==> src/hw/rtl/hti_pkg.sv <==
`default_nettype none
// ----------------------------------------------------------------------------
// Hash table insert engine package
// Shared sizes, codes, sequencer states and the prime lookup.
// ----------------------------------------------------------------------------
package hti_pkg;

  localparam int MAX_SLOTS   = 1024;
  localparam int SLOT_LOG    = 10;
  localparam int CHAIN_DEPTH = 8;
  localparam int CHAIN_LOG   = 3;
  localparam int STORE_DEPTH = MAX_SLOTS * CHAIN_DEPTH;
  localparam int STORE_AW    = SLOT_LOG + CHAIN_LOG;
  localparam int KEY_W       = 16;
  localparam int BKT_W       = SLOT_LOG;
  localparam int SLOTS_W     = SLOT_LOG + 1;
  localparam int HELD_W      = 14;
  localparam int FILL_W      = 4;
  localparam int COLL_W      = 32;
  localparam int SIZE_W      = 4;

  typedef enum logic [1:0] {
    MODE_LINEAR,
    MODE_DOUBLE,
    MODE_CHAIN,
    MODE_RSVD
  } mode_t;

  typedef enum logic [1:0] {
    ST_STORED,
    ST_GROWN,
    ST_TABLE_FULL,
    ST_CHAIN_FULL
  } status_t;

  typedef enum logic [3:0] {
    S_CLR,
    S_IDLE,
    S_PL,
    S_H2,
    S_P_RD,
    S_P_CHK,
    S_C_CHK,
    S_NEXT,
    S_R_RD,
    S_R_LD,
    S_G_FILL,
    S_G_FW,
    S_G_SR,
    S_G_SW,
    S_DONE
  } state_t;

  // Largest value below the slot count with no divisor between 2 and itself.
  function automatic logic [BKT_W-1:0] prime_below(input logic [SIZE_W-1:0] lg);
    logic [BKT_W-1:0] p;
    case (lg)
      4'd1:    p = 10'd1;
      4'd2:    p = 10'd3;
      4'd3:    p = 10'd7;
      4'd4:    p = 10'd13;
      4'd5:    p = 10'd31;
      4'd6:    p = 10'd61;
      4'd7:    p = 10'd127;
      4'd8:    p = 10'd251;
      4'd9:    p = 10'd509;
      4'd10:   p = 10'd1021;
      default: p = 10'd0;
    endcase
    return p;
  endfunction

endpackage
`default_nettype wire

==> src/hw/rtl/hti_h2_unit.sv <==
`default_nettype none
// ----------------------------------------------------------------------------
// Secondary hash unit
// Squares the key, then takes the remainder by the prime one bit a cycle.
// ----------------------------------------------------------------------------
module hti_h2_unit (
  input  wire logic                      clk,
  input  wire logic                      rst_n,
  input  wire logic                      start,
  input  wire logic [hti_pkg::KEY_W-1:0] key,
  input  wire logic [hti_pkg::BKT_W-1:0] divisor,
  output logic                           done,
  output logic      [hti_pkg::BKT_W-1:0] rem
);
  import hti_pkg::*;

  logic [31:0]      sq_r;
  logic [BKT_W-1:0] rem_r;
  logic [BKT_W-1:0] div_r;
  logic [5:0]       cnt_r;
  logic             busy_r;
  logic             done_r;
  logic [BKT_W:0]   shifted;
  logic [BKT_W:0]   diff;
  logic [BKT_W-1:0] rem_step;

  // One restoring remainder step.
  always_comb begin
    shifted  = {rem_r, sq_r[31]};
    diff     = shifted - {1'b0, div_r};
    rem_step = (shifted >= {1'b0, div_r}) ? diff[BKT_W-1:0] : shifted[BKT_W-1:0];
  end

  // Control of the iteration.
  always_ff @(posedge clk) begin
    if (!rst_n) begin
      busy_r <= 1'b0;
      done_r <= 1'b0;
      cnt_r  <= 6'd0;
    end else begin
      done_r <= 1'b0;
      if (start) begin
        busy_r <= 1'b1;
        cnt_r  <= 6'd32;
      end else if (busy_r) begin
        cnt_r <= cnt_r - 6'd1;
        if (cnt_r == 6'd1) begin
          busy_r <= 1'b0;
          done_r <= 1'b1;
        end
      end
    end
  end

  // Square and remainder datapath.
  always_ff @(posedge clk) begin
    if (start) begin
      sq_r  <= {16'd0, key} * {16'd0, key};
      rem_r <= '0;
      div_r <= divisor;
    end else if (busy_r) begin
      sq_r  <= {sq_r[30:0], 1'b0};
      rem_r <= rem_step;
    end
  end

  assign done = done_r;
  assign rem  = rem_r;

endmodule
`default_nettype wire

==> config.mk <==
export PLATFORM = sky130hd
export DESIGN_NAME = hti_h2_unit
export DESIGN_NICKNAME = d
export VERILOG_FILES = /design/src/hw/rtl/hti_pkg.sv /design/src/hw/rtl/hti_h2_unit.sv
export SDC_FILE = /design/constraint.sdc
export NUM_CORES = 1
export LEC_CHECK = 0
export BUFFER_PORTS_ARGS = -buffer_cell sky130_fd_sc_hd__buf_2
export CORE_UTILIZATION = 30
export DETAILED_ROUTE_END_ITERATION = 10
export GPL_TIMING_DRIVEN = 0
export PLACE_DENSITY_LB_ADDON = 0.05
export SYNTH_ARGS = -nofsm -noshare
export SYNTH_HDL_FRONTEND = slang
export SYNTH_SLANG_ARGS = --single-unit
==> constraint.sdc <==
create_clock -name clk -period 12.7 [get_ports clk]
set_input_delay 0.635 -clock clk [delete_from_list [all_inputs] [get_ports clk]]
set_output_delay 0.635 -clock clk [all_outputs]
set_load 0.03 [all_outputs]
==> key figures, run 1 <==
Setup path
  – Kind of cell adding the most delay to the critical path: adder cells
  – Reg2reg end: rem[8]
  – Crit Path Category: primary input to flip-flop
  – Critical Path End Type: flip-flop
  – Worst r2r path cells: 11
  – WP data required: 12.74 ns
  – Worst path max stage delay: 0.63 ns
  – CP arrival: 7.64 ns
  – R2r setup slk: 10.01 ns
  – Worst Path Max Fanout: 10
  – Worst Setup Start Kind: primary input
  – Cell Chain, Critical Path: buf_2 -> clkbuf_1 -> clkbuf_1 -> nand2_1 -> fa_1 -> fa_1 -> inv_1 -> ha_1 -> fa_1 -> fa_1 -> inv_1 -> fa_1 -> inv_1 -> ha_1 -> clkbuf_1 -> nand3_1 -> o2111ai_1 -> a21oi_1 -> o21ai_0 -> a221oi_1 -> o21ai_0 -> xnor2_1 -> a21oi_1
  – Worst path bufs/invs: 7
  – Most numerous cell on the critical path: fa_1
  – Slowest library cell on the worst path: clkbuf_1
  – R2r startpoint: div_r[1]

Timing
  – Period utilisation layout: 0.598
  – Post-route clock skew: 0.00721 ns
  – Period minus WS final: 7.59 ns
  – Setup TNS: 0 ns
  – RSZ-0062 raised after global routing: false
  – Fmax: 132 MHz
  – Worst-margin pin slew: 0.828 ns
  – Final setup vio count: 0
  – Max-slew violation total from the final report: 0
  – Final Hold Fails: 0
  – Slew headroom: 0.448

Placement
  – IO Port Bufs: 37
  – Cells after DPL: 1577
  – Routability cong.: 0.782
  – HPWL after DPL: 21400 um

Detailed routing
  – WL/cell: 15.9 um
  – DR iter-0 viols: 242
  – Vias: 7074
  – Routed vias/inst: 4.44
  – Remaining antenna violation count: 0
  – Post-route DRC: 0
  – WL final: 25400 um
  – TritonRoute pass-1 iters: 4

Synthesis
  – Synthesized area per cell: 9.35 sq um
  – Post-Syn Nets: 1398
  – Number of flops mapped to enable cells by yosys: 42
  – Mapped cell area: 10200 sq um
  – Post-synthesis sequential area ratio: 0.159
  – FF+latch count, synth: 60
  – Synth warn: 0
  – Synth Instances: 1092
  – Netlist cell types: 50
  – Fraction of registers with async set/reset: 0
  – Main synth FF type: edfxtp_1

Die
  – Die area: 34800 sq um
  – Die width: 186 um
  – # rows: 67
  – CORE AREA: 33500 sq um
  – Die Y: 186 um
  – Initial core utilization: 0.305
  – Io pins: 40

CTS
  – CTS Hold Bufs: 0
  – H-tree depth: 3
  – Root Driver: clkbuf_16
  – TritonCTS Buffers: 9
  – Clk slew on worst S/H paths: 0.05 ns
  – Post-CTS setup buffer count: 0
  – Clock sink count: 60
  – CTS max path bufs: 2
  – CTS tree: yes
  – Post-cts sizing count: 0
  – Worst skew pair latency: 0.33 ns

Final layout
  – Commonest non-fill, non-tap cell in the layout: inv_1
  – Non-filler cells, final: 1595
  – Area grow syn2layout: 9.86%
  – Layout cells sized above 1: 0.0777
  – Filler cells: 3622
  – Leading cell types in the layout, fill and taps excluded: inv_1 (276), fa_1 (163), ha_1 (114)
  – Fin nets: 1446

Min path
  – Worst Hold Path Cells: 1
  – Hold Startpoint: divisor[6]
  – Hold WC Path Type: primary input to flip-flop
  – WHS Endpoint: div_r[6]

Global route
  – Vias in the first global route: 7929
  – Initial antenna violation count: 1
  – Overall routing resource usage: 0.157
  – GRT overflow: 0
  – Largest net degree at the start of global routing: 33
  – First-pass GRT wire length: 42600 um

Outcome
  – Status: finished, final reports clean

Flow run
  – Max_cap viols: 0
flip-flops by register name, indices dropped and copies added, names as in the netlist:
name	flops
sq_r	32
div_r	10
rem	10
cnt_r	6
busy_r	1
done	1
synthesized netlist by cell type (all sizes together), types with 2 or more instances:
library cell | count | area (sq um)
inv | 276 | 1040
fa | 163 | 3260
ha | 114 | 1430
nand2 | 96 | 360
nor2 | 54 | 203
edfxtp | 42 | 1260
a21oi | 40 | 208
and2 | 36 | 225
clkbuf | 34 | 128
xnor2 | 33 | 289
mux2 | 23 | 259
dfxtp | 18 | 360
o21ai | 17 | 85.1
xor2 | 15 | 131
a21o | 14 | 105
a211oi | 11 | 82.6
nor2b | 11 | 68.8
nand3 | 10 | 50.1
nand4 | 8 | 50.1
o21a | 8 | 60.1
mux2i | 7 | 70.1
nand2b | 5 | 31.3
nor3 | 5 | 25.0
or2 | 5 | 31.3
a31o | 4 | 35.0
a31oi | 4 | 40.0
and3 | 4 | 25.0
buf | 4 | 25.0
o2111ai | 4 | 35.0
o211ai | 4 | 30.0
a21boi | 3 | 22.5
a221o | 2 | 20.0
a221oi | 2 | 17.5
and4 | 2 | 17.5
nor4 | 2 | 12.5
o21bai | 2 | 15.0
o311a | 2 | 20.0
metrics by stage:
stage                     utilization  hold slack [ns]  worst slack, ns  cell area (sq um)
after floorplan                     -            0.469             6.14              10200
after global placement          0.327            0.495             4.69              11000
after detailed placement        0.327            0.494             4.73              11000
after CTS                       0.334            0.467             5.08              11200
after global routing            0.334            0.467             4.51              11200
final                           0.335            0.480             5.11              11200
kinds of logic after synthesis:
family / Yosys count / share of synthesized area
buffers and inverters: 314 / 0.116
adder cells (fa/ha/maj): 277 / 0.459
AND/OR/NAND/NOR: 239 / 0.108
AO/OA/AOI/OAI: 124 / 0.0838
flip-flops: 60 / 0.159
XOR/XNOR: 48 / 0.0412
multiplexers: 30 / 0.0322
cell type report:
type,instances,area [sq um],share of cell area
timing repair buffer,37,185,0.0165
clock inverter,3,16.3,0.00145
tap,448,561,0.0500
inverter,276,1040,0.0923
multi-input combinational,718,7400,0.660
buffer,38,153,0.0136
clock buffer,13,240,0.0214
antenna,2,5.00,0.000446
sequential,60,1620,0.145
worst max path at each step:
| stage | depth (start not counted) | to | start |
|---|---|---|---|
| after floorplan | 25 | sq_r[24] | key[8] |
| after global placement | 22 | sq_r[31] | key[4] |
| after detailed placement | 23 | sq_r[31] | key[4] |
| after CTS | 23 | sq_r[31] | key[4] |
| after global routing | 23 | sq_r[31] | key[4] |
| final | 23 | sq_r[31] | key[4] |
layer usage:
layer / wire length (um) / vias up / global-route usage
li1: - / 3491 / -
met2: 12300 / 50 / 0.271
met3: 486 / 12 / 0.0167
met4: 124 / 0 / 0.0161
met5: 0 / - / 0
met1: 12500 / 3521 / 0.217
Power of run 1 is not shown: default switching activity piles up to over one toggle a cycle in this logic, so the estimate is an artifact.
==> run 2, diff against run 1 <==
==> constraint.sdc (replaced) <==
create_clock -name clk -period 7.5 [get_ports clk]
set_input_delay 0.375 -clock clk [delete_from_list [all_inputs] [get_ports clk]]
set_output_delay 0.375 -clock clk [all_outputs]
set_load 0.03 [all_outputs]
==> key figures, run 2 (synthesis results as in run 1) <==
Final layout
  – Flip-flop count of the largest register after layout: 32 (unchanged)
  – Non-filler cells, final: 1593 (-0.13%)
  – Largest reg by FF count: sq_r
  – Fin nets: 1445 (-0.069%)
  – Final core utilization: 0.335 (unchanged)
  – Leading cell types in the layout, fill and taps excluded: inv_1 (276), fa_1 (163), ha_1 (114)
  – Commonest non-fill, non-tap cell in the layout: inv_1
  – Seq. cell area: 1620 sq um (unchanged)
  – Filler cells: 3620 (-0.055%)
  – Layout cells sized above 1: 0.0822 (+0.00444)
  – Multi-input logic area: 7400 sq um (unchanged)
  – Area grow syn2layout: 9.86% (unchanged)

Timing
  – Fmax: 143 MHz
  – Final setup vio count: 0 (unchanged)
  – Min setup slack post-route: 0.510 ns (-4.60 ns)
  – Slew headroom: 0.447 (-0.00115)
  – Final Hold Fails: 0 (unchanged)
  – Worst-margin pin slew: 0.830 ns (+0.00173 ns)
  – Period utilisation layout: 0.932
  – Max-slew violation total from the final report: 0 (unchanged)
  – Post-route clock skew: 0.00721 ns (+0.00000435 ns)
  – Final worst hold slack: 0.220 ns (-0.260 ns)
  – RSZ-0062 raised after global routing: false
  – Period minus WS final: 6.99 ns

Setup path
  – Kind of cell adding the most delay to the critical path: adder cells
  – Most numerous cell on the critical path: fa_1
  – CP arrival: 7.03 ns (-0.61 ns)
  – Slowest library cell on the worst path: fa_1
  – CP Launch Point: key[4]
  – Critical Path End Type: flip-flop
  – Worst r2r path cells: 11 (unchanged)
  – Worst Setup Start Kind: primary input
  – Critical Path End: sq_r[31]
  – Crit Path Category: primary input to flip-flop
  – Reg2reg end: rem[8]
  – WP data required: 7.54 ns (-5.20 ns)
  – Worst path max stage delay: 0.53 ns (-0.10 ns)
  – R2r startpoint: div_r[1]
  – WP depth: 22 (-4.3%)
  – Cell Chain, Critical Path: buf_2 -> clkbuf_1 -> clkbuf_2 -> nand2_1 -> fa_1 -> fa_1 -> inv_1 -> fa_1 -> fa_1 -> fa_1 -> inv_1 -> fa_1 -> inv_1 -> ha_1 -> nand2_1 -> o2111ai_1 -> a21oi_1 -> o21ai_1 -> a221oi_1 -> o21ai_0 -> xnor2_1 -> a21oi_1
  – Worst path bufs/invs: 6 (-1)
  – Worst Path Max Fanout: 10 (unchanged)
  – R2r setup slk: 4.81 ns (-5.20 ns)

CTS
  – H-tree depth: 3 (unchanged)
  – CTS tree: yes
  – CTS max path bufs: 2 (unchanged)
  – CTS Hold Bufs: 0 (unchanged)
  – Clk slew on worst S/H paths: 0.05 ns (about the same)
  – Worst skew pair latency: 0.33 ns (about the same)
  – Root Driver: clkbuf_16
  – Clock sink count: 60 (unchanged)
  – TritonCTS Buffers: 9 (unchanged)
  – Post-CTS setup buffer count: 0 (unchanged)
  – Post-cts sizing count: 0 (unchanged)

Global route
  – Largest net degree at the start of global routing: 33 (unchanged)
  – Vias in the first global route: 7929 (unchanged)
  – Met2 Use GR: 0.271 (unchanged)
  – First-pass GRT wire length: 42600 um (unchanged)
  – GRT overflow: 0 (unchanged)
  – Initial antenna violation count: 0 (-1)
  – Routing usage on met1: 0.217 (unchanged)
  – Overall routing resource usage: 0.157 (unchanged)
  – M3 GR Usage: 0.0167 (unchanged)
  – Busiest grt layer: met2

Die
  – Die width: 186 um (unchanged)
  – Die area: 34800 sq um (unchanged)
  – Initial core utilization: 0.305 (unchanged)
  – Io pins: 40 (unchanged)
  – CORE AREA: 33500 sq um (unchanged)
  – Die Y: 186 um (unchanged)
  – # rows: 67 (unchanged)

Detailed routing
  – Vias: 7071 (-0.042%)
  – Post-route DRC: 0 (unchanged)
  – TritonRoute pass-1 iters: 4 (unchanged)
  – Remaining antenna violation count: 0 (unchanged)
  – Routed vias/inst: 4.44 (about the same)
  – WL/cell: 15.8 um (-0.39%)
  – DR iter-0 viols: 262 (+8.3%)
  – WL final: 25200 um (-0.51%)

Placement
  – HPWL after DPL: 21400 um (unchanged)
  – Place WS: -0.210 ns (-4.94 ns)
  – Routability cong.: 0.782 (unchanged)
  – Cells after DPL: 1577 (unchanged)
  – IO Port Bufs: 37 (unchanged)

Min path
  – Hold WC Path Type: primary input to flip-flop
  – Worst Hold Path Cells: 1 (unchanged)

Outcome
  – Status: finished, final reports clean

Flow run
  – Max_cap viols: 0 (unchanged)
[run 2: cell types whose count changed in the layout (fill, tap and decap cells not counted)]
cell and delta:
clkbuf_2 +5, o21ai_1 +1, diode_2 -1, clkbuf_1 -6, o21ai_0 -1
[run 2: worst min path at each step]
stage	from	endpoint	slack, ns
floorplan	cnt_r[1]	cnt_r[1]	0.47
global placement	cnt_r[1]	cnt_r[1]	0.49
detailed placement	cnt_r[1]	cnt_r[1]	0.49
CTS	divisor[0]	div_r[0]	0.21
global route	divisor[2]	div_r[2]	0.21
finish	divisor[6]	div_r[6]	0.22
[run 2: worst reg2reg max path, cell delays in order (launching register included)]
cell,delay [ns]
edfxtp_1,0.42
inv_1,0.08
ha_1,0.23
nor2b_1,0.13
o21ai_1,0.18
a21boi_1,0.16
o31ai_1,0.41
a41oi_2,0.34
buf_2,0.29
nand2_1,0.07
o21ai_0,0.09
a211oi_1,0.22
[run 2: final cells by class]
| cell class | count | share of cell area |
|---|---|---|
| inverters | 276 | 0.0923 |
| clock buffers | 13 | 0.0214 |
| repair buffers | 37 | 0.0165 |
| well taps | 448 | 0.0500 |
| clock inverters | 3 | 0.00145 |
| diodes | 1 | 0.000223 |
| plain buffers | 37 | 0.0138 |
| flip-flops and latches | 60 | 0.145 |
| multi-input cells | 718 | 0.660 |
[run 2: through the flow]
step / cell area [sq um] / TNS [ns]
floorplan: 10200 / 0
global placement: 11000 / -0.401
detailed placement: 11000 / -0.333
CTS: 11200 / 0
global route: 11200 / 0
finish: 11200 / 0
[run 2: layer usage]
layer	wire length, um	up-vias
li1	-	3489
met1	12300	3521
met2	12300	49
met3	482	12
met4	124	0
met5	0	-
Power of run 2 is left out for the same reason.
==> run 3, diff against run 2 <==
--- a/config.mk
+++ b/config.mk
@@ -9,6 +9,7 @@
 export CORE_UTILIZATION = 30
 export DETAILED_ROUTE_END_ITERATION = 10
 export GPL_TIMING_DRIVEN = 0
+export MAX_ROUTING_LAYER = met4
 export PLACE_DENSITY_LB_ADDON = 0.05
 export SYNTH_ARGS = -nofsm -noshare
 export SYNTH_HDL_FRONTEND = slang
==> key figures, run 3 (synthesis results as in run 1) <==
Outcome
  – Status: finished, final reports clean

Detailed routing
  – WL final: 25300 um (about the same)
  – Remaining antenna violation count: 0 (unchanged)
  – TritonRoute pass-1 iters: 4 (unchanged)
  – Vias: 7061 (-0.14%)
  – Post-route DRC: 0 (unchanged)
  – WL/cell: 15.9 um (+0.15%)
  – Routed vias/inst: 4.44 (about the same)
  – DR iter-0 viols: 275 (+5.0%)

Timing
  – Fmax: 142 MHz (-0.79%)
  – Final setup vio count: 0 (unchanged)
  – Max-slew violation total from the final report: 0 (unchanged)
  – Post-route clock skew: 0.00699 ns (-0.000226 ns)
  – Period minus WS final: 7.05 ns (+0.0558 ns)
  – RSZ-0062 raised after global routing: false
  – Worst-margin pin slew: 0.818 ns (-0.0124 ns)
  – Setup TNS: 0 ns (unchanged)
  – Period utilisation layout: 0.940 (+0.00744)
  – Slew headroom: 0.455 (+0.00829)
  – Final Hold Fails: 0 (unchanged)

Setup path
  – WP data required: 7.54 ns (about the same)
  – Worst Setup Start Kind: primary input
  – Worst Path Max Fanout: 10 (unchanged)
  – Critical Path End Type: flip-flop
  – Crit Path Category: primary input to flip-flop
  – CP arrival: 7.09 ns (+0.06 ns)

Die
  – Die width: 186 um (unchanged)
  – Die Y: 186 um (unchanged)
  – Die area: 34800 sq um (unchanged)
  – # rows: 67 (unchanged)
  – Io pins: 40 (unchanged)
  – Initial core utilization: 0.305 (unchanged)
  – CORE AREA: 33500 sq um (unchanged)

CTS
  – CTS Hold Bufs: 0 (unchanged)
  – CTS max path bufs: 2 (unchanged)
  – H-tree depth: 3 (unchanged)
  – Post-CTS setup buffer count: 0 (unchanged)
  – Clock sink count: 60 (unchanged)
  – CTS tree: yes
  – TritonCTS Buffers: 9 (unchanged)
  – Worst skew pair latency: 0.33 ns (about the same)
  – Root Driver: clkbuf_16
  – Clk slew on worst S/H paths: 0.05 ns (about the same)

Final layout
  – Layout cells sized above 1: 0.0822 (unchanged)
  – Area grow syn2layout: 9.84% (about the same)
  – Seq. cell area: 1620 sq um (unchanged)
  – Commonest non-fill, non-tap cell in the layout: inv_1
  – Filler cells: 3620 (unchanged)
  – Multi-input logic area: 7400 sq um (unchanged)
  – Flip-flop count of the largest register after layout: 32 (unchanged)
  – Fin nets: 1445 (unchanged)
  – Post-route cell area: 11200 sq um (about the same)
  – Largest reg by FF count: sq_r
  – Leading cell types in the layout, fill and taps excluded: inv_1 (276), fa_1 (163), ha_1 (114)
  – ANT cells: 0 (-1)

Placement
  – IO Port Bufs: 37 (unchanged)
  – DP Area: 11000 sq um (unchanged)
  – HPWL after DPL: 21400 um (unchanged)
  – Routability cong.: 0.793 (+1.4%)

Min path
  – Hold WC Path Type: primary input to flip-flop

Global route
  – Initial antenna violation count: 0 (unchanged)
  – Overall routing resource usage: 0.161 (+0.00483)
  – Largest net degree at the start of global routing: 33 (unchanged)
  – First-pass GRT wire length: 42600 um (about the same)
  – GRT overflow: 0 (unchanged)
  – Vias in the first global route: 7931 (+0.025%)

Flow run
  – Max_cap viols: 0 (unchanged)
[run 3: cell types whose count changed in the layout (fill, tap and decap cells not counted)]
cell     before  now
diode_2       1    0
[run 3: worst paths after layout]
check	from	end	slack [ns]	depth (start not counted)
setup / recovery	key[4]	sq_r[31]	0.45	22
hold / removal	divisor[0]	div_r[0]	0.22	1
setup reg to reg	div_r[1]	rem[8]	4.76	11
hold reg to reg	cnt_r[1]	cnt_r[1]	0.50	2
[run 3: metal layers]
metal / track usage / share of wire
met3: 0.0167 / 0.017
met5: - / 0
met2: 0.271 / 0.49
met4: 0.0161 / 0.0032
met1: 0.217 / 0.49
[run 3: cell type report]
class / count / share of cell area
clock inverters: 3 / 0.00145
repair buffers: 37 / 0.0165
inverters: 276 / 0.0924
flip-flops and latches: 60 / 0.145
well taps: 448 / 0.0500
plain buffers: 37 / 0.0138
clock buffers: 13 / 0.0214
multi-input cells: 718 / 0.660
[run 3: repair_timing]
action | 4_1_cts | 5_1_grt
hold endpoints to repair | 0 | 0
endpoints found under the setup margin | 0 | 4
resized for setup | 0 | 11
[run 3: worst max-delay path, cell delays in order]
cell	delay [ns]
buf_2	0.10
clkbuf_1	0.51
clkbuf_2	0.43
nand2_1	0.12
fa_1	0.51
fa_1	0.50
inv_1	0.06
fa_1	0.49
fa_1	0.50
fa_1	0.48
inv_1	0.05
fa_1	0.53
inv_1	0.06
ha_1	0.38
nand2_1	0.17
o2111ai_1	0.12
a21oi_1	0.35
o21ai_1	0.25
a221oi_1	0.52
o21ai_0	0.21
xnor2_1	0.22
a21oi_1	0.12
[run 3: through the flow]
stage / hold slack [ns] / setup WS (ns) / cells / utilization
2_1_floorplan: 0.469 / 1.20 / 1092 / -
3_3_place_gp: 0.495 / -0.251 / 1577 / 0.327
3_5_place_dp: 0.494 / -0.210 / 1577 / 0.327
4_1_cts: 0.207 / 0.139 / 1593 / 0.334
5_1_grt: 0.207 / 0.0191 / 1592 / 0.334
6_report: 0.222 / 0.454 / 1592 / 0.334
Power of run 3 is left out for the same reason.
